===== src/design/pkcw_pkg.sv =====
package pkcw_pkg;

  localparam int unsigned PAGE_SLOTS  = 64;
  localparam int unsigned PHYS_BLOCKS = 1024;
  localparam int unsigned PAGE_IDX_W  = $clog2(PAGE_SLOTS);
  localparam int unsigned PHYS_W      = $clog2(PHYS_BLOCKS);
  localparam int unsigned POS_W       = 14;
  localparam int unsigned DIV_STEPS   = POS_W;
  localparam int unsigned ADDR_W      = 40;
  localparam int unsigned MID_DEPTH   = 4;
  localparam int unsigned MID_PTR_W   = $clog2(MID_DEPTH);
  localparam int unsigned OUT_DEPTH   = 8;
  localparam int unsigned OUT_PTR_W   = $clog2(OUT_DEPTH);

  // fp32 biased exponent limits for the fp16 range
  localparam logic [7:0]  EXP_ZERO_MAX = 8'd112;
  localparam logic [7:0]  EXP_INF_MIN  = 8'd143;
  localparam logic [14:0] HALF_INF     = 15'h7C00;

  typedef enum logic {
    OP_LOAD  = 1'b0,
    OP_STORE = 1'b1
  } op_e;

  typedef enum logic [2:0] {
    REG_BLOCK_SIZE  = 3'd0,
    REG_KV_HEADS    = 3'd1,
    REG_HEAD_DIM    = 3'd2,
    REG_LAYER_COUNT = 3'd3,
    REG_PAGES_USED  = 3'd4,
    REG_CACHE_BASE  = 3'd5
  } cfg_reg_e;

  typedef struct packed {
    op_e                   op;
    logic [PAGE_IDX_W-1:0] page_index;
    logic [PHYS_W-1:0]     phys;
    logic [POS_W-1:0]      logical;
    logic [8:0]            tok;
    logic [6:0]            layer;
    logic                  kv;
    logic [5:0]            head;
    logic [7:0]            dim;
    logic [15:0]           half;
  } mid_item_t;

  typedef struct packed {
    mid_item_t        item;
    logic [POS_W-1:0] divd;
  } div_stage_t;

  typedef struct packed {
    logic [ADDR_W-1:0] address;
    logic [15:0]       half;
    logic              error;
  } out_item_t;

  // One restoring division step: logical collects the quotient, tok the remainder.
  function automatic div_stage_t div_step(div_stage_t s, logic [8:0] bs);
    div_stage_t r;
    logic [9:0] part;
    r    = s;
    part = {s.item.tok, s.divd[POS_W-1]};
    if (part >= {1'b0, bs}) begin
      part = part - {1'b0, bs};
      r.item.logical = {s.item.logical[POS_W-2:0], 1'b1};
    end else begin
      r.item.logical = {s.item.logical[POS_W-2:0], 1'b0};
    end
    r.item.tok = part[8:0];
    r.divd     = {s.divd[POS_W-2:0], 1'b0};
    return r;
  endfunction

endpackage


===== src/design/pkcw_front.sv =====
module pkcw_front (
  input  logic                  clk_i,
  input  logic                  rst_ni,
  input  logic                  adv_i,
  input  logic                  in_vld_i,
  input  pkcw_pkg::div_stage_t  in_i,
  input  logic [8:0]            bsize_i,
  output logic                  out_vld_o,
  output pkcw_pkg::mid_item_t   out_o
);
  import pkcw_pkg::*;

  logic [DIV_STEPS:0] vld_q;
  div_stage_t         st_q [DIV_STEPS+1];

  always_ff @(posedge clk_i or negedge rst_ni) begin
    if (!rst_ni) begin
      vld_q <= '0;
    end else if (adv_i) begin
      vld_q <= {vld_q[DIV_STEPS-1:0], in_vld_i};
    end
  end

  // advance the whole divider pipe together; hold it while the queue is full
  always_ff @(posedge clk_i) begin
    if (adv_i) begin
      st_q[0] <= in_i;
      for (int k = 0; k < DIV_STEPS; k++) begin
        st_q[k+1] <= div_step(st_q[k], bsize_i);
      end
    end
  end

  assign out_vld_o = vld_q[DIV_STEPS];
  assign out_o     = st_q[DIV_STEPS].item;

endmodule


===== config.mk =====
export PLATFORM = sky130hd
export DESIGN_NAME = pkcw_front
export DESIGN_NICKNAME = d
export VERILOG_FILES = /design/src/design/pkcw_pkg.sv /design/src/design/pkcw_front.sv
export SDC_FILE = /design/constraint.sdc
export NUM_CORES = 1
export LEC_CHECK = 0
export BUFFER_PORTS_ARGS = -buffer_cell sky130_fd_sc_hd__clkbuf_2
export CAP_MARGIN = 20
export CORE_MARGIN = 3
export CORE_UTILIZATION = 53
export DETAILED_ROUTE_END_ITERATION = 8
export PLACE_DENSITY_LB_ADDON = 0.08
export SYNTH_ARGS = -nofsm -noshare
export SYNTH_HDL_FRONTEND = slang
export SYNTH_SLANG_ARGS = --single-unit

===== constraint.sdc =====
create_clock -name clk_i -period 3.2 [get_ports clk_i]
set_input_delay 0.48 -clock clk_i [delete_from_list [all_inputs] [get_ports clk_i]]
set_output_delay 0.48 -clock clk_i [all_outputs]
set_load 0.02 [all_outputs]

# ---- After elaboration in Yosys (flattened, before gate mapping)
# Memory sizes are Yosys's and may differ from the RTL's.
# Index checks and enable logic that the tools add are counted.
dict set report word_totals {
  inputBits 105
  n_memories 1
  elab_cells 88
  ramBits 1380
  reg_bits 15
  out_inout_bits 79
}
# name depth width read_ports rd_clocked_by_memory_dff wr line
set memory_table {}
lappend memory_table {st_q 15 92 15 0 15 pkcw_front.sv:14} ;# div_stage_t st_q [DIV_STEPS+1];
dict set report op_classes {
  mux 58
  add_sub_neg 14
  n_lt_le_gt_ge 14
}
# operator n
set op_table {}
lappend op_table {{two-way mux 9 bit} 28}
lappend op_table {{two-way mux 14 bit} 14}
lappend op_table {{>= comparator 10 x 9 -> 1 bit} 14}
lappend op_table {{subtractor 9 bit} 14}
lappend op_table {{two-way mux 1 bit} 16}

# ---- Depth between registers and ports, before layout
# An unclocked memory read counts as a cell.
dict set report logic_depth {
  word_depth 4
  ltp_mapped 10
  depth_no_buf 10
}

# ---- Worst setup path after synthesis
# OpenSTA, ideal clock, no wires.
dict set report synth_timing {
  path_type {in2reg}
  from {in bsize_i[1]}
  to {mem st_q[0][145] (netlist bit), data pin}
  path_stages 7
  path_slack_ns 0.106
  path_buffers 0
  required_time_ns 2.940
  setup_time_ns 0.260
  t_arrival_ns 2.834
  cell_sequence {inv_1 > fa_1 > a21o_1 > a21oi_1 > a311o_1 > a22oi_4 > mux2_2}
}
# element line
set synth_rtl {}
lappend synth_rtl {{start, declared} pkcw_front.sv:7} ;# input logic [8:0] bsize_i,
lappend synth_rtl {{end, declared} pkcw_front.sv:14}

==> results.yml <==
final_layout:
  area_growth_pct: 16.2
  fillers: 5522
  final_cells: 3637
  post-route-cell-area_mm2: 0.0500
  drive_gt1_share_pct: 20.8
  antenna_cells: 0
  nNetsFinal: 2733
grt:
  grt_max_degree: 90
  grt_usage_pct: 14.5
  use_met2_pct: 24.1
  grt-ovfl-total: 0
  antenna_found_initial: 0
  grt_util_met3_pct: 2.78
  use_met1_pct: 18.7
  grt_pass1_wl_um: 99300
  grt_pass1_vias: 19700
  grt_busiest_layer: "met2"
sta:
  final-setup-viol-count: 0
  relSlewSlack_pct: 58.0
  grt_setup_unrepaired: "no"
  clock-skew-final_ps: 44.1
  fmax_mhz: 369
  timing.setup.tns_ps: 0
  hold_slack_ps: 42.2
  period_share_pct: 84.7
  hold_violations: 0
  fin_crit_ps: 2710
  slew_viol_final: 0
  tightest_slew_ps: 614
route:
  post_drt_wl_per_cell_um: 16.8
  dr.pass1.iters: 5
  vias: 18900
  wl_um: 61100
  antenna_left: 0
  via_per_inst: 5.19
  drt_iter0_drc: 1189
  drc: 0
synthesis:
  avgSynthCellArea_um2: 20.1
  ys.flop_type: "edfxtp_1"
  synth.area.top_cells: "edfxtp_1 (82%), ha_1 (3.7%), mux2_2 (2.6%), buf_4 (1.4%), a21oi_1 (0.95%)"
  synth_area_mm2: 0.0431
  yosysWarnings: 0
  ys_seq_elements: 1185
  synth_common_cells: "edfxtp_1 (1170), ha_1 (126), mux2_2 (101), a21oi_1 (82), buf_4 (78)"
  postSynthCellCount: 2138
  yosysMostFrequentCell: "edfxtp_1"
  async_flop_share_pct: 1.27
  synth_fp_nets: 2383
  yosysSeqAreaShare_pct: 82.4
  synth_top_area_share_pct: 81.6
  ys_types: 62
  yosys.area.top_type: "edfxtp_1"
  synth-edff-count: 1170
place:
  placed_cells: 3345
  io_buffer_count: 169
  gp_congestion: 0.879
  dp_hpwl_um: 37600
  placed_area_mm2: 0.0455
clock_tree:
  hold_buffers: 75
  postCtsResizedCells: 0
  ctsRootBufferMaster: "clkbuf_16"
  htree_levels: 3
  cts.clk_slew.worst_paths_ps: 60
  cts_buffer_depth: 3
  cts_setup_buffers: 0
  tritoncts: "yes"
  clock-sinks: 1185
  numCtsBuffers: 115
  clk_latency_ps: 680
power:
  clock_power_share_pct: 32.0
  switching_share_pct: 24.9
  p_per_area_mw_per_mm2: 812
  p_leak_uw: 0.0181
  power_uw: 40600
  p_comb_share_pct: 18.6
  ir_worst_vdd_mv: 0.541
  p_seq_share_pct: 49.4
  p_int_uw: 30500
  p_switching_uw: 10100
worst_setup_path:
  path_class: "flop to flop"
  crit_chain: "inv_1 -> ha_1 -> inv_1 -> fa_1 -> a21oi_1 -> a21oi_1 -> o21ai_0 -> and2_1 -> inv_1 -> mux2_2"
  worstPathMaxFanout: 5
  critPathArrivalTime_ps: 3120
  endpoint_kind: "flop"
  cp_common_cell: "inv_1"
  critPathLaunchType: "flop"
  cpMaxStageDelayCell: "fa_1"
  worstPathRequired_ps: 3610
  max_stage_delay_ps: 420
outcome:
  status: "complete, no violations"
floorplan:
  ios: 184
  dieArea_mm2: 0.0847
  die_h_um: 291
  core-area_mm2: 0.0798
  std_cell_rows: 103
  dieWidth_um: 291
  start_util_pct: 54.0
worst_hold_path:
  hold_class: "primary input to flop"
job:
  drv_cap: 0
[power by group through the flow]
stage	combinational (uW)	sequential (uW)	clock, uW
finish	7560	20100	13000
global route	8390	20200	14100
CTS	7560	20100	13500
detailed placement	7420	20400	0
global placement	7180	20300	0
floorplan	5640	20100	0
[stage by stage]
stage,worst slack (ps),utilization (%)
final,490,62.7
after detailed placement,63.1,57.1
after global routing,285,62.7
after CTS,382,62.7
after floorplan,106,-
after global placement,135,57.1
[layer usage]
| metal | part of all wire [%] | up-vias | routed length, um |
|---|---|---|---|
| met2 | 49 | 402 | 30100 |
| met1 | 43 | 9263 | 26500 |
| met3 | 4.4 | 135 | 2680 |
| li1 | - | 9066 | - |
| met5 | 0 | - | 0 |
| met4 | 2.9 | 0 | 1800 |
[cell type report]
type                    count  area [um2]  area share [%]
multi-input cells         802        6690            13.4
inverters                  66         250           0.500
clock inverters            68         643            1.29
well taps                1050        1310            2.63
flip-flops and latches   1185       35500            71.0
clock buffers             148        3110            6.22
repair buffers            318        2510            5.02
[worst paths after layout]
| path | start | endpoint | slack, ps | depth (start not counted) |
|---|---|---|---|---|
| worst max register to register | st_q[0][381]$_DFFE_PP_ | st_q[0][515]$_DFFE_PP_ | 490 | 10 |
| min in group asynchronous | rst_ni | vld_q[11]$_DFFE_PN0P_ | 250 | 2 |
| worst min-delay path | in_i[22] | st_q[0][22]$_DFFE_PP_ | 40 | 1 |
| worst min register to register | st_q[1][40]$_DFFE_PP_ | st_q[1][132]$_DFFE_PP_ | 390 | 0 |
| max in group asynchronous | rst_ni | vld_q[6]$_DFFE_PN0P_ | 2690 | 2 |
| worst max-delay path | st_q[0][381]$_DFFE_PP_ | st_q[0][515]$_DFFE_PP_ | 490 | 10 |
[flip-flops by register name, summed over array words and instances, names as in the netlist]
signal,flops
st_q,1170
vld_q,15
[critical path, delay by kind of cell, from the launching register on]
| family | cells | cell delay, ps |
|---|---|---|
| adders and majority gates | 2 | 580 |
| and+or+nand+nor | 1 | 280 |
| muxes | 1 | 300 |
| DFF | 1 | 370 |
| buffers and inverters | 3 | 310 |
| AOI/OAI and AO/OA | 3 | 610 |
[logic make-up after synthesis]
family	synth area share (%)
AND/OR/NAND/NOR	2.44
multiplexers	3.08
AO/OA/AOI/OAI	4.41
flip-flops	82.4
adder cells (fa/ha/maj)	4.31
XOR/XNOR	1.28
buffers and inverters	2.02
[placed cells by master (no fill, tap or decap), types with 12 or more instances in the layout]
cell           instances
edfxtp_1            1170
nor2b_1               17
mux2_2               101
xor2_1                18
nand2_1               33
xnor2_1               45
o21a_1                18
buf_4                 46
dlygate4sd3_1         75
ha_1                 126
clkinv_2              29
inv_1                 65
mux2i_1               16
nand2b_1              14
nor3_1                14
clkbuf_2             168
nand3_1               18
a21boi_0              12
nor2_1                53
o21ai_0               45
clkbuf_1              24
buf_12                28
dfrtp_1               15
a21oi_1               82
clkbuf_16            117
clkinv_1              19
nand4_1               18
fa_1                  14
a21o_1                25
Note: power is estimated with default switching activity, not from simulation.
