==> src/design/pkcw_pkg.sv <==
package pkcw_pkg;

  localparam int unsigned PAGE_SLOTS  = 64;
  localparam int unsigned PHYS_BLOCKS = 1024;
  localparam int unsigned PAGE_IDX_W  = $clog2(PAGE_SLOTS);
  localparam int unsigned PHYS_W      = $clog2(PHYS_BLOCKS);
  localparam int unsigned POS_W       = 14;
  localparam int unsigned DIV_STEPS   = POS_W;
  localparam int unsigned ADDR_W      = 40;
  localparam int unsigned MID_DEPTH   = 4;
  localparam int unsigned MID_PTR_W   = $clog2(MID_DEPTH);
  localparam int unsigned OUT_DEPTH   = 8;
  localparam int unsigned OUT_PTR_W   = $clog2(OUT_DEPTH);

  // fp32 biased exponent limits for the fp16 range
  localparam logic [7:0]  EXP_ZERO_MAX = 8'd112;
  localparam logic [7:0]  EXP_INF_MIN  = 8'd143;
  localparam logic [14:0] HALF_INF     = 15'h7C00;

  typedef enum logic {
    OP_LOAD  = 1'b0,
    OP_STORE = 1'b1
  } op_e;

  typedef enum logic [2:0] {
    REG_BLOCK_SIZE  = 3'd0,
    REG_KV_HEADS    = 3'd1,
    REG_HEAD_DIM    = 3'd2,
    REG_LAYER_COUNT = 3'd3,
    REG_PAGES_USED  = 3'd4,
    REG_CACHE_BASE  = 3'd5
  } cfg_reg_e;

  typedef struct packed {
    op_e                   op;
    logic [PAGE_IDX_W-1:0] page_index;
    logic [PHYS_W-1:0]     phys;
    logic [POS_W-1:0]      logical;
    logic [8:0]            tok;
    logic [6:0]            layer;
    logic                  kv;
    logic [5:0]            head;
    logic [7:0]            dim;
    logic [15:0]           half;
  } mid_item_t;

  typedef struct packed {
    mid_item_t        item;
    logic [POS_W-1:0] divd;
  } div_stage_t;

  typedef struct packed {
    logic [ADDR_W-1:0] address;
    logic [15:0]       half;
    logic              error;
  } out_item_t;

  // One restoring division step: logical collects the quotient, tok the remainder.
  function automatic div_stage_t div_step(div_stage_t s, logic [8:0] bs);
    div_stage_t r;
    logic [9:0] part;
    r    = s;
    part = {s.item.tok, s.divd[POS_W-1]};
    if (part >= {1'b0, bs}) begin
      part = part - {1'b0, bs};
      r.item.logical = {s.item.logical[POS_W-2:0], 1'b1};
    end else begin
      r.item.logical = {s.item.logical[POS_W-2:0], 1'b0};
    end
    r.item.tok = part[8:0];
    r.divd     = {s.divd[POS_W-2:0], 1'b0};
    return r;
  endfunction

endpackage

==> src/design/pkcw_ram.sv <==
module pkcw_ram #(
  parameter int unsigned Width = 8,
  parameter int unsigned Depth = 16
) (
  input  logic                     clk_i,
  input  logic                     we_i,
  input  logic [$clog2(Depth)-1:0] waddr_i,
  input  logic [Width-1:0]         wdata_i,
  input  logic [$clog2(Depth)-1:0] raddr_i,
  output logic [Width-1:0]         rdata_o
);

  logic [Width-1:0] mem_q [Depth];

  always_ff @(posedge clk_i) begin
    if (we_i) begin
      mem_q[waddr_i] <= wdata_i;
    end
    rdata_o <= mem_q[raddr_i];
  end

endmodule

==> src/design/pkcw_back.sv <==
module pkcw_back (
  input  logic                  clk_i,
  input  logic                  rst_ni,
  input  logic                  mid_vld_i,
  input  pkcw_pkg::mid_item_t   mid_i,
  output logic                  mid_pop_o,
  input  logic [15:0]           tstride_i,
  input  logic [24:0]           plane_i,
  input  logic [33:0]           pblk_i,
  input  logic [8:0]            hdim_i,
  input  logic [6:0]            limit_i,
  input  logic [39:0]           base_i,
  input  logic                  pop,
  output logic                  empty,
  output pkcw_pkg::out_item_t   out_o
);
  import pkcw_pkg::*;

  // stage 1 (RAM data arrives)
  logic        b1_vld_q, b1_st_q, b1_err_q, b1_kv_q;
  logic [31:0] b1_layer_q;
  logic [24:0] b1_tok_q;
  logic [14:0] b1_head_q;
  logic [7:0]  b1_dim_q;
  logic [15:0] b1_half_q;
  logic [PHYS_W-1:0] ram_rdata;

  // stage 2
  logic        b2_vld_q, b2_st_q, b2_err_q;
  logic [43:0] b2_prod_q;
  logic [41:0] b2_part_q;
  logic [15:0] b2_half_q;

  // output queue
  out_item_t            oq_q [OUT_DEPTH];
  logic [OUT_PTR_W-1:0] owr_q, ord_q;
  logic [OUT_PTR_W:0]   ocnt_q;
  logic [OUT_PTR_W+1:0] pending;
  logic                 opush, opop, is_err;
  out_item_t            oitem;
  logic [43:0]          sum;

  assign pending   = (OUT_PTR_W+2)'(ocnt_q) + (OUT_PTR_W+2)'(b1_vld_q)
                   + (OUT_PTR_W+2)'(b2_vld_q);
  assign mid_pop_o = mid_vld_i && (pending < (OUT_PTR_W+2)'(OUT_DEPTH));
  assign is_err    = (mid_i.logical >= POS_W'(limit_i));

  pkcw_ram #(.Width(PHYS_W), .Depth(PAGE_SLOTS)) u_table (
    .clk_i   (clk_i),
    .we_i    (mid_pop_o && (mid_i.op == OP_LOAD)),
    .waddr_i (mid_i.page_index),
    .wdata_i (mid_i.phys),
    .raddr_i (mid_i.logical[PAGE_IDX_W-1:0]),
    .rdata_o (ram_rdata)
  );

  always_ff @(posedge clk_i or negedge rst_ni) begin
    if (!rst_ni) begin
      b1_vld_q <= 1'b0;
      b2_vld_q <= 1'b0;
    end else begin
      b1_vld_q <= mid_pop_o;
      b2_vld_q <= b1_vld_q;
    end
  end

  always_ff @(posedge clk_i) begin
    b1_st_q    <= (mid_i.op == OP_STORE);
    b1_err_q   <= is_err;
    b1_kv_q    <= mid_i.kv;
    b1_layer_q <= 32'(mid_i.layer * plane_i);
    b1_tok_q   <= 25'(mid_i.tok * tstride_i);
    b1_head_q  <= 15'(mid_i.head * hdim_i);
    b1_dim_q   <= mid_i.dim;
    b1_half_q  <= mid_i.half;

    b2_st_q    <= b1_st_q;
    b2_err_q   <= b1_err_q;
    b2_prod_q  <= 44'(ram_rdata * pblk_i);
    b2_part_q  <= 42'(base_i) + {b1_layer_q, 1'b0} + (b1_kv_q ? 42'(plane_i) : 42'd0)
                + 42'(b1_tok_q) + 42'(b1_head_q) + 42'(b1_dim_q);
    b2_half_q  <= b1_half_q;
  end

  // drop address and value of a store that lies beyond the pages in use
  assign sum = b2_prod_q + 44'(b2_part_q);
  always_comb begin
    oitem.error   = b2_err_q;
    oitem.address = b2_err_q ? '0 : sum[ADDR_W-1:0];
    oitem.half    = b2_err_q ? '0 : b2_half_q;
  end

  assign opush = b2_vld_q && b2_st_q;
  assign opop  = pop && !empty;

  always_ff @(posedge clk_i or negedge rst_ni) begin
    if (!rst_ni) begin
      owr_q  <= '0;
      ord_q  <= '0;
      ocnt_q <= '0;
    end else begin
      if (opush) owr_q <= owr_q + 1'b1;
      if (opop)  ord_q <= ord_q + 1'b1;
      ocnt_q <= ocnt_q + (OUT_PTR_W+1)'(opush) - (OUT_PTR_W+1)'(opop);
    end
  end

  always_ff @(posedge clk_i) begin
    if (opush) oq_q[owr_q] <= oitem;
  end

  assign empty = (ocnt_q == '0);
  assign out_o = oq_q[ord_q];

endmodule

==> config.mk <==
export PLATFORM = sky130hd
export DESIGN_NAME = pkcw_back
export DESIGN_NICKNAME = d
export VERILOG_FILES = /design/src/design/pkcw_pkg.sv /design/src/design/pkcw_ram.sv /design/src/design/pkcw_back.sv
export SDC_FILE = /design/constraint.sdc
export NUM_CORES = 2
export LEC_CHECK = 0
export CORE_ASPECT_RATIO = 1.75
export CORE_MARGIN = 2
export CORE_UTILIZATION = 30
export DETAILED_ROUTE_END_ITERATION = 6
export DONT_BUFFER_PORTS = 1
export GPL_TIMING_DRIVEN = 0
export PLACE_DENSITY = 0.41
export SYNTH_ARGS = -nofsm -noshare
export SYNTH_HDL_FRONTEND = slang
export SYNTH_SLANG_ARGS = --single-unit
==> constraint.sdc <==
create_clock -name clk_i -period 6.75 [get_ports clk_i]
set_input_delay 0.3375 -clock clk_i [delete_from_list [all_inputs] [get_ports clk_i]]
set_output_delay 0.3375 -clock clk_i [all_outputs]
set_load 0.01 [all_outputs]
* After elaboration in Yosys (flattened, before gate mapping)
Memory sizes are Yosys's and may differ from the RTL's. A register that Yosys moved wholly into a read port is not among the register bits. Index checks and enable logic that the tools add are counted.
Storage, ports and cells: register bits after elaboration 209, RAM bits 1096, input port bits 213, memories 2
Cells by class: $add $sub $neg 12, multipliers 4, $lt $le $gt $ge 2, multiplexer cells 7, bitwise operators 1, reduce and logical (&&, ||, !) cells 6
Memories:
- u_table.mem_q | words 64, width 10, read ports 1, clocked after memory_dff 1, wr ports 1, RTL line pkcw_ram.sv:13 | logic [Width-1:0] mem_q [Depth];
- oq_q | words 8, width 57, read ports 1, clocked after memory_dff 0, wr ports 1, RTL line pkcw_back.sv:35 | out_item_t oq_q [OUT_DEPTH];
Operators by type and width (count):
- adder 40 x 25 -> 40 bit | 2
- adder 40 x 15 -> 40 bit | 1
- adder 40 x 33 -> 40 bit | 1
- adder 40 bit | 1
- adder 40 x 8 -> 40 bit | 1
- multiplier 10 x 34 -> 40 bit | 1
- two-way mux 40 bit | 1
- multiplier 7 x 25 -> 32 bit | 1
- multiplier 9 x 16 -> 25 bit | 1
- two-way mux 25 bit | 1
- two-way mux 16 bit | 1
- multiplier 6 x 9 -> 15 bit | 1
- greater-or-equal comparator 14 x 7 -> 1 bit | 1
- adder 3 x 1 -> 3 bit (second input constant) | 2
- adder 4 x 1 -> 5 bit | 1
- adder 5 x 1 -> 5 bit | 1
- less-than comparator 5 x 4 -> 1 bit (second input constant) | 1
- adder 4 x 1 -> 4 bit | 1
- logical AND 1 bit | 4
- logical NOT 4 bit | 1
- two-way mux 1 bit | 4
- subtractor 4 x 1 -> 4 bit | 1
- logical NOT 1 bit | 1
- NOT 1 bit | 1

* Logic depth before layout (Yosys ltp)
depth in word-level cells 7, mapped depth 22, gate-level depth less buffers 20

* Hierarchy
From an unflattened synthesis, not the netlist that was laid out.
Unflattened totals: cells, all modules 5316, area, all modules 73967.2 um2
By module, submodules not included:
- pkcw_back | times used 1, cells each 4198, area an instance 48865.6 um2, seq. area each 17937.2 um2
- pkcw_ram | times used 1, cells each 1118, area an instance 25101.6 um2, seq. area each 19418.6 um2

* Least setup slack after synthesis
OpenSTA, ideal clock, no wires.
path kind flip-flop to flip-flop, start point reg u_table.rdata_o[1], read port of u_table.mem_q, end point reg b2_prod_q[33], arrival 5496 ps, path slack 1131 ps, cell stages (with the launch flop) 22, path buffers 1, period minus slack after synthesis 5619 ps, path through dfxtp_1 -> clkbuf_1 -> nand2_1 -> fa_1 -> inv_1 -> fa_1 -> inv_1 -> fa_1 -> inv_1 -> fa_1 -> inv_1 -> fa_1 -> inv_1 -> ha_1 -> a211oi_1 -> o211ai_1 -> a31oi_1 -> a22o_1 -> o31ai_2 -> a31oi_1 -> o21ai_1 -> a311o_1
On the way: cells in the longest elaborated chain, start to end 1
Ends and longest elaborated chain:
- from (decl) | RTL line pkcw_ram.sv:10 | output logic [Width-1:0] rdata_o
- multiplier 10 x 34 -> 40 bit | RTL line pkcw_back.sv:79 | b2_prod_q <= 44'(ram_rdata * pblk_i);
- to (signal assigned) | RTL line pkcw_back.sv:79
- to (decl) | RTL line pkcw_back.sv:30 | logic [43:0] b2_prod_q;
Every way passes these cells. A chain may end at the register's enable or synchronous reset.

* Worst setup path after layout
start point reg u_table.rdata_o[8], read port of u_table.mem_q, end point reg b2_prod_q[34]
Same word-level chain as after synthesis.

==> impl_results.md <==
- Status: finished, final reports clean
- Post-synth cell types: 88
- Crit-path max FO: 10
- Final Hold Vio Count: 0
- Clk sinks: about 1.3k
- Clk buf depth: 4
- Final Util: 34.26%
- Vias: 43.12k
- Routed WL: between 200 and 250 mm
- Die Y: 663.0 um
- Initial antenna violation count: 34
- Routability Congestion: 0.8411
- Synth cell count leaders: edfxtp_1 (1096), inv_1 (604), fa_1 (565)
- Top cell type's share of synthesized area: 44.21%
- Root Driver: clkbuf_16
- Drt pass-1 iters: 5
- Most area-hungry cell type in the Yosys netlist: edfxtp_1
- Synthesized area: 74450 um^2
- Global-route congestion overflow total: 0
- Post-synth EDFFs: between 1k and 1.5k
- #FFs+latches synth: roughly 1.3k
- Relative slew slack: 18.35%
- Post-route ant nets: 0
- Tightest Pin Transition: about 1200 ps
- Die Wd: 380.6 um
- 1st-iter DRT viols: 2426
- Critical Path AT: 7210 ps
- Row count: about 240
- Mapped Nets: 6415
- CTS Buf Count: 143
- Mapped Cells: 5322
- Layout cells sized above 1: 12.85%
- Wire per inst: 25.19 um
- Clock Skew: 61.02 ps
- Largest net degree at the start of global routing: 65
- Post-CTS setup repair buffer count: 0
- Crit path capture type: flop
- Synth async-reset ratio: 0.9125%
- Top-count cell post-synth: edfxtp_1
- GRT Total Usage: 17.91%
- I/O pins: 272
- Setup CP Type: reg -> reg
- Hold Path Class: in -> reg
- Core box area: 247400 um^2
- Clock Pin Slew Worst Setup and Hold Paths: approximately 60 ps
- Max-cap violations: 0
- Vias per cell: approximately 4.8
- Tmin final: approximately 6600 ps
- DP HPWL: 173.7 mm
- P&R area growth vs syn: 13.85%
- Fmax: 152.6 MHz
- Yosys warns: 0
- Nets: about 6.7k
- Endpoints failing setup: 0
- First-pass GRT wire length: 329.9 mm
- Post-synthesis sequential area ratio: 50.18%
- Critical Path Source Type: flop
- Slew Limit Fails: 0
- H-tree depth: 4
- Drt drc: 0
- Input/output buffers: 0
- Die ar.: 252300 um^2
- Worst-Skew Late Latency: 810 ps
- Synth area leaders: edfxtp_1 (44%), fa_1 (15%), mux4_2 (9.8%), dfxtp_1 (5.6%), ha_1 (5.3%)
- Period Utilization, post-route: 97.05%
- Most used DFF post-synth: edfxtp_1
- Mean area per synthesized cell: between 10 and 15 um^2
- Starting Density: 30.09%
- RSZ-0062 raised after global routing: no
- CTS tree: built
- Worst path required time: around 7400 ps
- Number of global-route vias before repair: 47.52k
-- metrics by stage --
| step | cells | area (um^2) | worst slack, ps | hold slack (ps) | TNS (ps) |
|---|---|---|---|---|---|
| floorplan | 5322 | 74450 | 1131 | 41.91 | 0 |
| global placement | 8616 | 78570 | -3747 | 42.26 | -454670 |
| detailed placement | 8648 | 79130 | -801.9 | 42.27 | -4950 |
| CTS | 8975 | 84670 | -17.08 | 13.83 | -17.08 |
| global route | 8976 | 84710 | 3.565 | 41.15 | 0 |
| finish | 8992 | 84750 | 198.9 | 84.74 | 0 |
-- per-layer routing --
layer	vias up	GRT usage [%]	share of wire [%]
li1	19230	-	-
met3	313	3.403	5.2
met5	-	0	0.053
met1	22670	18.59	35
met2	894	35.48	57
met4	18	5.673	3.5
-- layout make-up --
| cell class | instances | area, um^2 |
|---|---|---|
| clock inverter | 73 | 719.4 |
| clock buffer | 173 | 3762 |
| fill | 24260 | 162600 |
| timing repair buffer | 113 | 1496 |
| tap | 3294 | 4121 |
| buffer | 220 | 902.1 |
| inverter | 604 | 2267 |
| multi-input combinational | 3183 | 34080 |
| sequential | 1315 | 37360 |
| antenna | 17 | 42.54 |
-- repair_timing --
item,CTS,global route
hold buffers,81,0
resized for setup,30,24
hold endpoints to repair,703,0
endpoints found under the setup margin,13,10
-- state kept, by name, summed over array words and instances (netlist names), 3 cells and up --
name and count:
u_table.mem_q 640, oq_q 456, b2_part_q 40, b2_prod_q 40, b1_layer_q 32, b1_tok_q 25, b1_half_q 16, b2_half_q 16
b1_head_q 15, u_table.rdata_o 10, b1_dim_q 8, ocnt_q 4, ord_q 3, owr_q 3
-- cells by family (layout without fill, tap and decap cells) --
logic type | Yosys count | count (layout) | synth area share [%]
AO/OA/AOI/OAI | 486 | 486 | 4.361
XOR/XNOR | 147 | 147 | 1.729
adder cells (fa/ha/maj) | 880 | 880 | 20.49
buffers and inverters | 824 | 1183 | 4.198
flip-flops | 1315 | 1315 | 50.18
multiplexers | 392 | 392 | 10.83
other | 0 | 17 | 0
AND/OR/NAND/NOR | 1278 | 1278 | 8.215
-- critical path: stages (launching register included) --
cell      delay (ps)
dfxtp_1          590
clkbuf_2         440
and2_1           210
fa_1             440
fa_1             520
fa_1             440
fa_1             580
inv_1             70
fa_1             490
inv_1             50
ha_1             370
nand2_1          130
or3_4            440
or3_1            370
o31ai_2          260
nor3_2           140
a211oi_4         380
nor2_2           130
xnor2_4          310
-- cells in the final DEF, fill, tap and decap left out, types with 17 or more instances in the layout --
master	count
clkbuf_16	144
mux2_2	63
clkbuf_1	172
a21oi_1	150
diode_2	17
nor2_1	189
o21bai_1	25
xnor2_1	97
inv_1	604
nand2_1	562
fa_1	565
xor2_1	46
o21a_1	25
nor2b_1	45
clkinv_1	22
dlygate4sd3_1	71
buf_6	17
a21o_1	71
buf_1	32
and2_1	273
ha_1	315
nand2b_1	22
nor3_1	45
clkinv_2	21
o21ai_0	76
mux4_2	324
a211oi_1	19
dfxtp_1	200
edfxtp_1	1096
nand3_1	41
-- worst paths after layout --
| check | cells after the start | from | to | slack (ps) |
|---|---|---|---|---|
| worst max-delay path | 18 | u_table.rdata_o[8] | b2_prod_q[34] | 200 |
| worst max register to register | 18 | u_table.rdata_o[8] | b2_prod_q[34] | 200 |
| min in group asynchronous | 2 | rst_ni | ord_q[2] | 560 |
| worst min-delay path | 4 | pblk_i[0] | b2_prod_q[2] | 80 |
| max in group asynchronous | 2 | rst_ni | owr_q[1] | 5780 |
| worst min register to register | 0 | b1_half_q[8] | b2_half_q[8] | 330 |
Power is left out: the tool's default activity adds up to more than one toggle a clock period on the data nets, which glitch-free logic cannot reach.
