===== config.mk =====
export PLATFORM = sky130hd
export DESIGN_NAME = pkcw_mid_queue
export DESIGN_NICKNAME = d
export VERILOG_FILES = /design/src/design/pkcw_pkg.sv /design/src/design/pkcw_mid_queue.sv
export SDC_FILE = /design/constraint.sdc
export NUM_CORES = 1
export LEC_CHECK = 0
export BUFFER_PORTS_ARGS = -buffer_cell sky130_fd_sc_hd__buf_2
export CORE_AREA = 8 8 163 165
export DETAILED_ROUTE_END_ITERATION = 12
export DIE_AREA = 0 0 171 173
export GPL_TIMING_DRIVEN = 0
export PLACE_DENSITY = 0.7
export SETUP_SLACK_MARGIN = 0.1
export SYNTH_ARGS = -nofsm -noshare
export SYNTH_HDL_FRONTEND = slang
export SYNTH_SLANG_ARGS = --single-unit

===== constraint.sdc =====
create_clock -name clk_i -period 7.3 [get_ports clk_i]
set_clock_uncertainty 0.2 [all_clocks]
set_input_delay 1.46 -clock clk_i [delete_from_list [all_inputs] [get_ports clk_i]]
set_output_delay 1.46 -clock clk_i [all_outputs]
set_load 0.03 [all_outputs]

===== src/design/pkcw_pkg.sv =====
package pkcw_pkg;

  localparam int unsigned PAGE_SLOTS  = 64;
  localparam int unsigned PHYS_BLOCKS = 1024;
  localparam int unsigned PAGE_IDX_W  = $clog2(PAGE_SLOTS);
  localparam int unsigned PHYS_W      = $clog2(PHYS_BLOCKS);
  localparam int unsigned POS_W       = 14;
  localparam int unsigned DIV_STEPS   = POS_W;
  localparam int unsigned ADDR_W      = 40;
  localparam int unsigned MID_DEPTH   = 4;
  localparam int unsigned MID_PTR_W   = $clog2(MID_DEPTH);
  localparam int unsigned OUT_DEPTH   = 8;
  localparam int unsigned OUT_PTR_W   = $clog2(OUT_DEPTH);

  // fp32 biased exponent limits for the fp16 range
  localparam logic [7:0]  EXP_ZERO_MAX = 8'd112;
  localparam logic [7:0]  EXP_INF_MIN  = 8'd143;
  localparam logic [14:0] HALF_INF     = 15'h7C00;

  typedef enum logic {
    OP_LOAD  = 1'b0,
    OP_STORE = 1'b1
  } op_e;

  typedef enum logic [2:0] {
    REG_BLOCK_SIZE  = 3'd0,
    REG_KV_HEADS    = 3'd1,
    REG_HEAD_DIM    = 3'd2,
    REG_LAYER_COUNT = 3'd3,
    REG_PAGES_USED  = 3'd4,
    REG_CACHE_BASE  = 3'd5
  } cfg_reg_e;

  typedef struct packed {
    op_e                   op;
    logic [PAGE_IDX_W-1:0] page_index;
    logic [PHYS_W-1:0]     phys;
    logic [POS_W-1:0]      logical;
    logic [8:0]            tok;
    logic [6:0]            layer;
    logic                  kv;
    logic [5:0]            head;
    logic [7:0]            dim;
    logic [15:0]           half;
  } mid_item_t;

  typedef struct packed {
    mid_item_t        item;
    logic [POS_W-1:0] divd;
  } div_stage_t;

  typedef struct packed {
    logic [ADDR_W-1:0] address;
    logic [15:0]       half;
    logic              error;
  } out_item_t;

  // One restoring division step: logical collects the quotient, tok the remainder.
  function automatic div_stage_t div_step(div_stage_t s, logic [8:0] bs);
    div_stage_t r;
    logic [9:0] part;
    r    = s;
    part = {s.item.tok, s.divd[POS_W-1]};
    if (part >= {1'b0, bs}) begin
      part = part - {1'b0, bs};
      r.item.logical = {s.item.logical[POS_W-2:0], 1'b1};
    end else begin
      r.item.logical = {s.item.logical[POS_W-2:0], 1'b0};
    end
    r.item.tok = part[8:0];
    r.divd     = {s.divd[POS_W-2:0], 1'b0};
    return r;
  endfunction

endpackage


===== src/design/pkcw_mid_queue.sv =====
module pkcw_mid_queue (
  input  logic                clk_i,
  input  logic                rst_ni,
  input  logic                push_i,
  input  pkcw_pkg::mid_item_t data_i,
  output logic                room_o,
  input  logic                pop_i,
  output logic                vld_o,
  output pkcw_pkg::mid_item_t data_o
);
  import pkcw_pkg::*;

  mid_item_t            mem_q [MID_DEPTH];
  logic [MID_PTR_W-1:0] wr_q, rd_q;
  logic [MID_PTR_W:0]   cnt_q;

  always_ff @(posedge clk_i or negedge rst_ni) begin
    if (!rst_ni) begin
      wr_q  <= '0;
      rd_q  <= '0;
      cnt_q <= '0;
    end else begin
      if (push_i) wr_q <= wr_q + 1'b1;
      if (pop_i)  rd_q <= rd_q + 1'b1;
      cnt_q <= cnt_q + (MID_PTR_W+1)'(push_i) - (MID_PTR_W+1)'(pop_i);
    end
  end

  always_ff @(posedge clk_i) begin
    if (push_i) mem_q[wr_q] <= data_i;
  end

  assign room_o = (cnt_q != (MID_PTR_W+1)'(MID_DEPTH));
  assign vld_o  = (cnt_q != '0);
  assign data_o = mem_q[rd_q];

endmodule


Yosys cells after proc, flatten, opt, wreduce, memory -nomap -nowiden:

Memory sizes are Yosys's and may differ from the RTL's.
Cells that the tools add are included.

* bits in registers: 7
* memory bits (writable): 312
* input port bits: 82
* output and inout bits: 80
* memories: 1

* add/sub/neg operators: 4
* equal/unequal tests: 1
* multiplexer cells: 2
* reduce and logical (&&, ||, !) cells: 1

Memory list
* mem_q: words 4, width 78, read ports 1, clocked after Yosys merged registers in 0, wr ports 1, line pkcw_mid_queue.sv:13 `mid_item_t mem_q [MID_DEPTH];`

Operators with widths (count)
* $add 2x1->2 const B: 2
* $add 3x1->3: 1
* $ne 3x3->1 const B: 1
* $reduce_bool 3->1: 1
* $sub 3x1->3: 1
* $mux 1: 2

Depth between registers and ports, before layout:

Gate-level depths: netlist of run 1.

* depth in word-level cells: 2
* depth in mapped cells: 8
* mapped depth without buffers: 8

Least setup slack after synthesis of run 1:

No wires, ideal clock.

* kind: input to register
* from: input port push_i
* to: memory mem_q[1][0] in the netlist's numbering (enable)
* library setup time: 0.445 ns
* data arrival time: 3.279 ns
* required time: 6.655 ns
* setup slack: 3.377 ns
* stages on the path: 1
* path buffers: 0
* cells stage by stage: and2_1

* word-level cells in the longest chain between the ends: 2

Ends and longest elaborated chain
* from (decl): line pkcw_mid_queue.sv:4 `input logic push_i,`
* $mux 1: line pkcw_mid_queue.sv:30 `if (push_i) mem_q[wr_q] <= data_i;`
* $mux 1 (implied by the code): line pkcw_mid_queue.sv:30
* to (decl): line pkcw_mid_queue.sv:13

Every way passes these cells.

==> Implementation_results.wiki, run 1 <==
{| class="wikitable"
! Metric !! Value
|-
| Post-Synth XOR/XNOR Area || 0.00373
|-
| Total I/O pin count || 162
|-
| Number of placement rows || 57
|-
| Clk network pwr share || 0.240
|-
| Capture endpoint of the worst hold path || cnt_q[2]$_DFF_PN0_
|-
| Clk pin slew, worst setup/hold paths || 60 ps
|-
| Ratio of cells with drive above 1 in the final layout || 0.463
|-
| Final number of hold-violating endpoints || 0
|-
| Peak supply drop || 317 uV
|-
| Setup fix buffers added after clock tree synthesis || 0
|-
| Synth Area per Inst || 26.5 um^2
|-
| Synthesized net count || 532
|-
| Overall routed net length || 21.4 mm
|-
| Global-route total usage across every layer || 0.146
|-
| Number of nets at the end of the flow || 730
|-
| Sw Share || 0.331
|-
| Relative contribution of combinational cells to total power || 0.355
|-
| Routed wire per std cell || 21.6 um
|-
| Dominant combinational cell family by area after synthesis || multiplexers
|-
| First-pass GRT wire length || 33.2 mm
|-
| Number of fillers in the final layout || 1742
|-
| Area occupied by multi-input gates || 0.00196 mm^2
|-
| Area of the die || 0.0296 mm^2
|-
| Post-detailed-placement cell area || 0.0131 mm^2
|-
| Remaining antenna violation count || 0
|-
| Worst-Skew Late Latency || 540 ps
|-
| Clock tree from TritonCTS || yes
|-
| Fraction of the mapped netlist area in compound gates || 0.000427
|-
| Register area || 0.00954 mm^2
|-
| Post-layout power || 6.10 mW
|-
| Congestion Overflow GR || 0
|-
| Maximum fanout along the worst path || 10
|-
| Number of remaining DRC errors || 0
|-
| Fraction of power consumed by sequential logic || 0.405
|-
| Tmin final || 3890 ps
|-
| DR vias/cell || 5.26
|-
| Width of the die || 171 um
|-
| Core box area || 0.0240 mm^2
|-
| Power per cell area || 435 mW/mm^2
|-
| Path depth of the worst reg2reg path || 4
|-
| Max Freq || 0.257 GHz
|-
| Nature of the critical path startpoint || flop
|-
| Basic-gate share of the synthesized area counting and, or, nand and nor cells || 0.00395
|-
| Synthesized netlist cell count || 443
|-
| Hold-fix buffers, CTS || 0
|-
| Netlist Area Pre-Place || 0.0117 mm^2
|-
| Leakage power summed over all cells || 4.83 nW
|-
| Count of port buffers added during placement || 161
|-
| Critical Setup Path Class || flop to output pin
|-
| HP Class || flop to flop
|-
| Worst r2r dst || mem_q[2][42]$_DFFE_PP_
|-
| H-tree levels || 1
|-
| Drt first pass iters || 4
|-
| Worst-case headroom to the max-slew limit || 0.746
|-
| Maxcap violations || 0
|-
| Clk root buf || sky130_fd_sc_hd__clkbuf_16
|-
| Syn-to-layout area delta || 19.4%
|-
| Startpoint of the lowest-slack hold path || cnt_q[2]$_DFF_PN0_
|-
| Mux share of post-synthesis cell area || 0.150
|-
| RSZ-0062 raised after global routing || false
|-
| Die span in y || 173 um
|-
| Via Count || 5190
|-
| Initial antenna violation count || 2
|-
| Number of instances resized during post-cts repair || 0
|-
| Worst endpoint data arrival time || 2230 ps
|-
| Layout Cell Area excl Fill || 0.0140 mm^2
|-
| Yosys synthesis warning count || 0
|-
| Largest net degree at the start of global routing || 59
|-
| Worst reg2reg setup slack || 5310 ps
|-
| Detail Placement HPWL || 13.3 mm
|-
| Count of final max-slew check failures || 0
|-
| Finish-stage setup viols || 0
|-
| Adder-cell share of the synthesized area || 0.00810
|-
| Run status || completed
|-
| Total negative slack for setup checks || 0 ps
|-
| Routability congestion estimate from global placement || 0.709
|-
| Share of the yosys chip area belonging to registers || 0.813
|-
| Critical path required time || 5640 ps
|-
| Number of design-rule violations left by the first detailed-router iteration || 284
|-
| Clock net sink count || 319
|-
| Transition time of the tightest slew-check pin || 381 ps
|-
| Worst Hold Depth || 1
|-
| Post-route setup slack || 3410 ps
|-
| Net switching power || 2.02 mW
|-
| Number of flip-flops and latches in the synthesized netlist || 319
|-
| Period utilization || 0.532
|-
| Startpoint of the most critical register-to-register path || wr_q[0]$_DFFE_PN0P_
|-
| Synth cell types || 17
|-
| Initial core utilization || 0.490
|-
| Int Power || 4.08 mW
|-
| Number of buffers inserted during clock tree synthesis || 31
|-
| Via count of the first global-routing pass || 5915
|-
| Number of buffers on the longest clock path || 3
|-
| Crit end category || output pin
|-
| Worst slack at placement || 3910 ps
|}
logic make-up (layout without fill, tap and decap cells):
family | Yosys count | after routing
compound gates | 1 | 1
xor+xnor | 5 | 5
mux | 78 | 78
simple gates | 9 | 9
buf+inv | 24 | 242
other cells | 0 | 2
flops | 319 | 319
fa+ha+maj | 7 | 7
cells in the mapped netlist:
cell | n | area [um^2]
sky130_fd_sc_hd__edfxtp_1 | 312 | 9370
sky130_fd_sc_hd__mux4_2 | 78 | 1760
sky130_fd_sc_hd__buf_12 | 8 | 160
sky130_fd_sc_hd__buf_2 | 8 | 40.0
sky130_fd_sc_hd__dfrtp_1 | 7 | 175
sky130_fd_sc_hd__ha_1 | 6 | 75.1
sky130_fd_sc_hd__inv_1 | 6 | 22.5
sky130_fd_sc_hd__and2_1 | 4 | 25.0
sky130_fd_sc_hd__nand2_1 | 3 | 11.3
sky130_fd_sc_hd__xnor2_1 | 3 | 26.3
sky130_fd_sc_hd__xor2_1 | 2 | 17.5
sky130_fd_sc_hd__buf_4 | 1 | 7.51
sky130_fd_sc_hd__buf_6 | 1 | 11.3
sky130_fd_sc_hd__fa_1 | 1 | 20.0
sky130_fd_sc_hd__nor2_1 | 1 | 3.75
sky130_fd_sc_hd__o21ai_0 | 1 | 5.00
sky130_fd_sc_hd__or3_1 | 1 | 6.26
final cells by class:
| type | count | share of cell area |
|---|---|---|
| plain buffers | 18 | 0.0156 |
| inverters | 6 | 0.00161 |
| clock inverters | 10 | 0.00509 |
| diodes | 2 | 0.000357 |
| well taps | 324 | 0.0289 |
| repair buffers | 165 | 0.0654 |
| clock buffers | 43 | 0.0622 |
| multi-input cells | 100 | 0.140 |
| flip-flops and latches | 319 | 0.681 |
critical path, cell delays in order (launching register included):
cell	delay, ps
sky130_fd_sc_hd__dfrtp_1	310
sky130_fd_sc_hd__buf_2	230
sky130_fd_sc_hd__buf_2	330
sky130_fd_sc_hd__buf_4	260
sky130_fd_sc_hd__mux4_2	340
sky130_fd_sc_hd__buf_2	200
metrics by stage:
step	cells	util	hold WS (ps)
4_1_cts	985	0.584	313
6_report	987	0.585	309
3_5_place_dp	932	0.545	303
5_1_grt	985	0.584	339
2_1_floorplan	443	-	260
3_3_place_gp	928	0.540	276
per-layer routing:
metal	vias to the layer above	GRT usage	wire, um
met5	-	0	9
met4	2	0.0395	410
met3	39	0.0335	1510
met2	158	0.248	10800
met1	2694	0.186	8660
li1	2297	-	-
power groups by stage:
stage                     Combinational [mW]  Sequential, mW  Clock [mW]
after CTS                               2.23            2.47        1.50
after global routing                    2.32            2.50        1.57
final                                   2.17            2.47        1.46
after detailed placement                2.22            2.51           0
after floorplan                         1.60            2.51           0
after global placement                  2.16            2.54           0
state kept, by name (all words and copies together) (netlist names):
| name | cells |
|---|---|
| rd_q | 2 |
| wr_q | 2 |
| cnt_q | 3 |
| mem_q | 312 |
layout by cell type, fill, tap and decap left out:
master	n
sky130_fd_sc_hd__buf_2	169
sky130_fd_sc_hd__ha_1	6
sky130_fd_sc_hd__o21ai_0	1
sky130_fd_sc_hd__or3_1	1
sky130_fd_sc_hd__buf_6	1
sky130_fd_sc_hd__clkbuf_8	5
sky130_fd_sc_hd__inv_1	6
sky130_fd_sc_hd__dfrtp_1	7
sky130_fd_sc_hd__xnor2_1	3
sky130_fd_sc_hd__clkinvlp_4	1
sky130_fd_sc_hd__clkinv_1	5
sky130_fd_sc_hd__fa_1	1
sky130_fd_sc_hd__bufinv_16	1
sky130_fd_sc_hd__nand2_1	3
sky130_fd_sc_hd__mux4_2	78
sky130_fd_sc_hd__clkinv_2	3
sky130_fd_sc_hd__and2_4	4
sky130_fd_sc_hd__buf_4	1
sky130_fd_sc_hd__clkbuf_1	7
sky130_fd_sc_hd__clkbuf_16	31
sky130_fd_sc_hd__nor2_1	1
sky130_fd_sc_hd__xor2_1	2
sky130_fd_sc_hd__buf_16	4
sky130_fd_sc_hd__buf_12	8
sky130_fd_sc_hd__diode_2	2
sky130_fd_sc_hd__edfxtp_1	312
worst max path at each step:
stage | start | to
2_1_floorplan | push_i | mem_q[1][0]$_DFFE_PP_
3_3_place_gp | push_i | mem_q[0][42]$_DFFE_PP_
3_5_place_dp | rd_q[1]$_DFFE_PN0P_ | data_o[60]
4_1_cts | rd_q[1]$_DFFE_PN0P_ | data_o[59]
5_1_grt | rd_q[1]$_DFFE_PN0P_ | data_o[59]
6_report | rd_q[1]$_DFFE_PN0P_ | data_o[59]
Note: power is estimated with default switching activity, not from simulation.
==> run 2: changes to the inputs <==
--- a/config.mk
+++ b/config.mk
@@ -10,7 +10,7 @@
 export DETAILED_ROUTE_END_ITERATION = 12
 export DIE_AREA = 0 0 171 173
 export GPL_TIMING_DRIVEN = 0
-export PLACE_DENSITY = 0.7
+export PLACE_DENSITY = 0.73
 export SETUP_SLACK_MARGIN = 0.1
 export SYNTH_ARGS = -nofsm -noshare
 export SYNTH_HDL_FRONTEND = slang
==> constraint.sdc (replaced) <==
create_clock -name clk_i -period 3.3 [get_ports clk_i]
set_clock_uncertainty 0.2 [all_clocks]
set_input_delay 0.66 -clock clk_i [delete_from_list [all_inputs] [get_ports clk_i]]
set_output_delay 0.66 -clock clk_i [all_outputs]
set_load 0.03 [all_outputs]
==> Implementation_results.wiki, run 2 (synthesis gave the netlist of run 1 again) <==
{| class="wikitable"
! Metric !! Value
|-
| HP Class || input port to flop
|-
| Power per cell area || 965 mW/mm^2
|-
| Number of remaining DRC errors || 0
|-
| Register area || 0.00954 mm^2
|-
| Clock net sink count || 319
|-
| Number of buffers on the longest clock path || 3
|-
| Path depth of the worst reg2reg path || 4
|-
| Crit end category || output pin
|-
| Tmin final || 3020 ps
|-
| Worst-case headroom to the max-slew limit || 0.736
|-
| Final number of hold-violating endpoints || 0
|-
| Largest net degree at the start of global routing || 59
|-
| Number of fillers in the final layout || 1744
|-
| Leading cell types in the layout, fill and taps excluded || sky130_fd_sc_hd__edfxtp_1 (312), sky130_fd_sc_hd__buf_2 (168), sky130_fd_sc_hd__mux4_2 (78)
|-
| Total I/O pin count || 162
|-
| Finish-stage setup viols || 0
|-
| Number of nets at the end of the flow || 731
|-
| Leading cell type in the layout, fill and taps excluded || sky130_fd_sc_hd__edfxtp_1
|-
| Die span in y || 173 um
|-
| First-pass GRT wire length || 33.0 mm
|-
| Clk pin slew, worst setup/hold paths || 60 ps
|-
| Initial core utilization || 0.490
|-
| Maxcap violations || 0
|-
| Via Count || 5186
|-
| Largest registers || mem_q (312), cnt_q (3)
|-
| Width of the die || 171 um
|-
| Area occupied by multi-input gates || 0.00196 mm^2
|-
| Worst Hold Depth || 1
|-
| Clock tree from TritonCTS || yes
|-
| Congestion Overflow GR || 0
|-
| Overall routed net length || 21.3 mm
|-
| Global-route total usage across every layer || 0.146
|-
| Nature of the critical path startpoint || flop
|-
| Run status || completed
|-
| Core box area || 0.0240 mm^2
|-
| Ratio of cells with drive above 1 in the final layout || 0.457
|-
| Remaining antenna violation count || 0
|-
| RSZ-0062 raised after global routing || false
|-
| Worst r2r dst || mem_q[2][4]$_DFFE_PP_
|-
| Max Freq || 0.331 GHz
|-
| Clk root buf || sky130_fd_sc_hd__clkbuf_16
|-
| Startpoint of the most critical register-to-register path || wr_q[0]$_DFFE_PN0P_
|-
| Maximum fanout along the worst path || 10
|-
| Number of buffers inserted during clock tree synthesis || 31
|-
| Initial antenna violation count || 3
|-
| Worst-Skew Late Latency || 530 ps
|-
| Period utilization || 0.914
|-
| Worst reg2reg setup slack || 1270 ps
|-
| Startpoint of the lowest-slack hold path || data_i[75]
|-
| Critical Setup Path Class || flop to output pin
|-
| Post-layout power || 13.6 mW
|-
| Transition time of the tightest slew-check pin || 395 ps
|-
| DR vias/cell || 5.24
|-
| Routed wire per std cell || 21.5 um
|-
| Critical path required time || 2440 ps
|-
| Reg with most FFs || mem_q
|-
| Setup fix buffers added after clock tree synthesis || 0
|-
| Peak supply drop || 563 uV
|-
| Routability congestion estimate from global placement || 0.688
|-
| H-tree levels || 1
|-
| Via count of the first global-routing pass || 5760
|-
| Number of placement rows || 57
|-
| Worst slack at placement || 712 ps
|-
| Number of flip-flops in the largest register || 312
|-
| Count of port buffers added during placement || 161
|-
| Count of final max-slew check failures || 0
|-
| Detail Placement HPWL || 13.5 mm
|-
| Number of design-rule violations left by the first detailed-router iteration || 313
|-
| Post-route setup slack || 283 ps
|-
| Area of the die || 0.0296 mm^2
|-
| Capture endpoint of the worst hold path || mem_q[0][75]$_DFFE_PP_
|-
| Leakage power summed over all cells || 4.83 nW
|-
| Worst endpoint data arrival time || 2160 ps
|-
| Syn-to-layout area delta || 19.6%
|-
| Drt first pass iters || 4
|-
| Final core utilization || 0.586
|}
[run 2: cell count changes in the layout (fill, tap and decap cells not counted)]
cell,previous run,this run
sky130_fd_sc_hd__clkbuf_1,7,12
sky130_fd_sc_hd__buf_2,169,168
sky130_fd_sc_hd__clkinv_2,3,2
sky130_fd_sc_hd__clkbuf_8,5,3
sky130_fd_sc_hd__clkbuf_4,0,1
sky130_fd_sc_hd__bufinv_16,1,2
sky130_fd_sc_hd__diode_2,2,1
sky130_fd_sc_hd__dlygate4sd3_1,0,1
[run 2: layer usage]
layer | global-route usage | vias up | part of all wire
met5 | 0 | - | 0.00094
met4 | 0.0355 | 4 | 0.018
met3 | 0.0346 | 38 | 0.073
met2 | 0.251 | 161 | 0.51
met1 | 0.182 | 2675 | 0.40
li1 | - | 2308 | -
[run 2: cell type report]
| class | count | area share |
|---|---|---|
| flip-flops and latches | 319 | 0.680 |
| multi-input cells | 100 | 0.139 |
| repair buffers | 166 | 0.0660 |
| clock buffers | 46 | 0.0614 |
| well taps | 324 | 0.0289 |
| plain buffers | 18 | 0.0158 |
| clock inverters | 10 | 0.00686 |
| inverters | 6 | 0.00160 |
| diodes | 1 | 0.000178 |
[run 2: worst max-delay path by stage]
stage | from | to | slack [ps] | cells after the start
finish | rd_q[1]$_DFFE_PN0P_ | data_o[63] | 280 | 5
global route | rd_q[1]$_DFFE_PN0P_ | data_o[62] | 130 | 5
CTS | rd_q[1]$_DFFE_PN0P_ | data_o[62] | 120 | 5
detailed placement | rd_q[1]$_DFFE_PN0P_ | data_o[62] | 710 | 5
global placement | push_i | mem_q[0][4]$_DFFE_PP_ | -1330 | 2
floorplan | push_i | mem_q[1][0]$_DFFE_PP_ | 180 | 1
[run 2: power breakdown]
group | internal [mW] | switching (mW)
logic | 1.84 | 2.96
clock network | 1.94 | 1.34
registers | 5.30 | 0.171
total | 9.08 | 4.47
[run 2: through the flow]
stage,hold slack [ps],instance area (um^2),cells,TNS (ps)
2_1_floorplan,164,11700,443,0
3_3_place_gp,275,12900,928,-400920
3_5_place_dp,297,13100,932,0
4_1_cts,105,14000,989,0
5_1_grt,113,14000,989,0
6_report,134,14000,990,0
[run 2: worst max-delay path: stages, from the launching register on]
cell	delay, ps
sky130_fd_sc_hd__dfrtp_1	310
sky130_fd_sc_hd__buf_2	240
sky130_fd_sc_hd__clkbuf_4	290
sky130_fd_sc_hd__buf_4	240
sky130_fd_sc_hd__mux4_2	330
sky130_fd_sc_hd__buf_2	200
[run 2: what timing repair did]
item	4_1_cts	5_1_grt
endpoints found under the setup margin	0	10
endpoints found under the hold margin	7	0
gates resized for setup	0	1
hold buffers	1	0
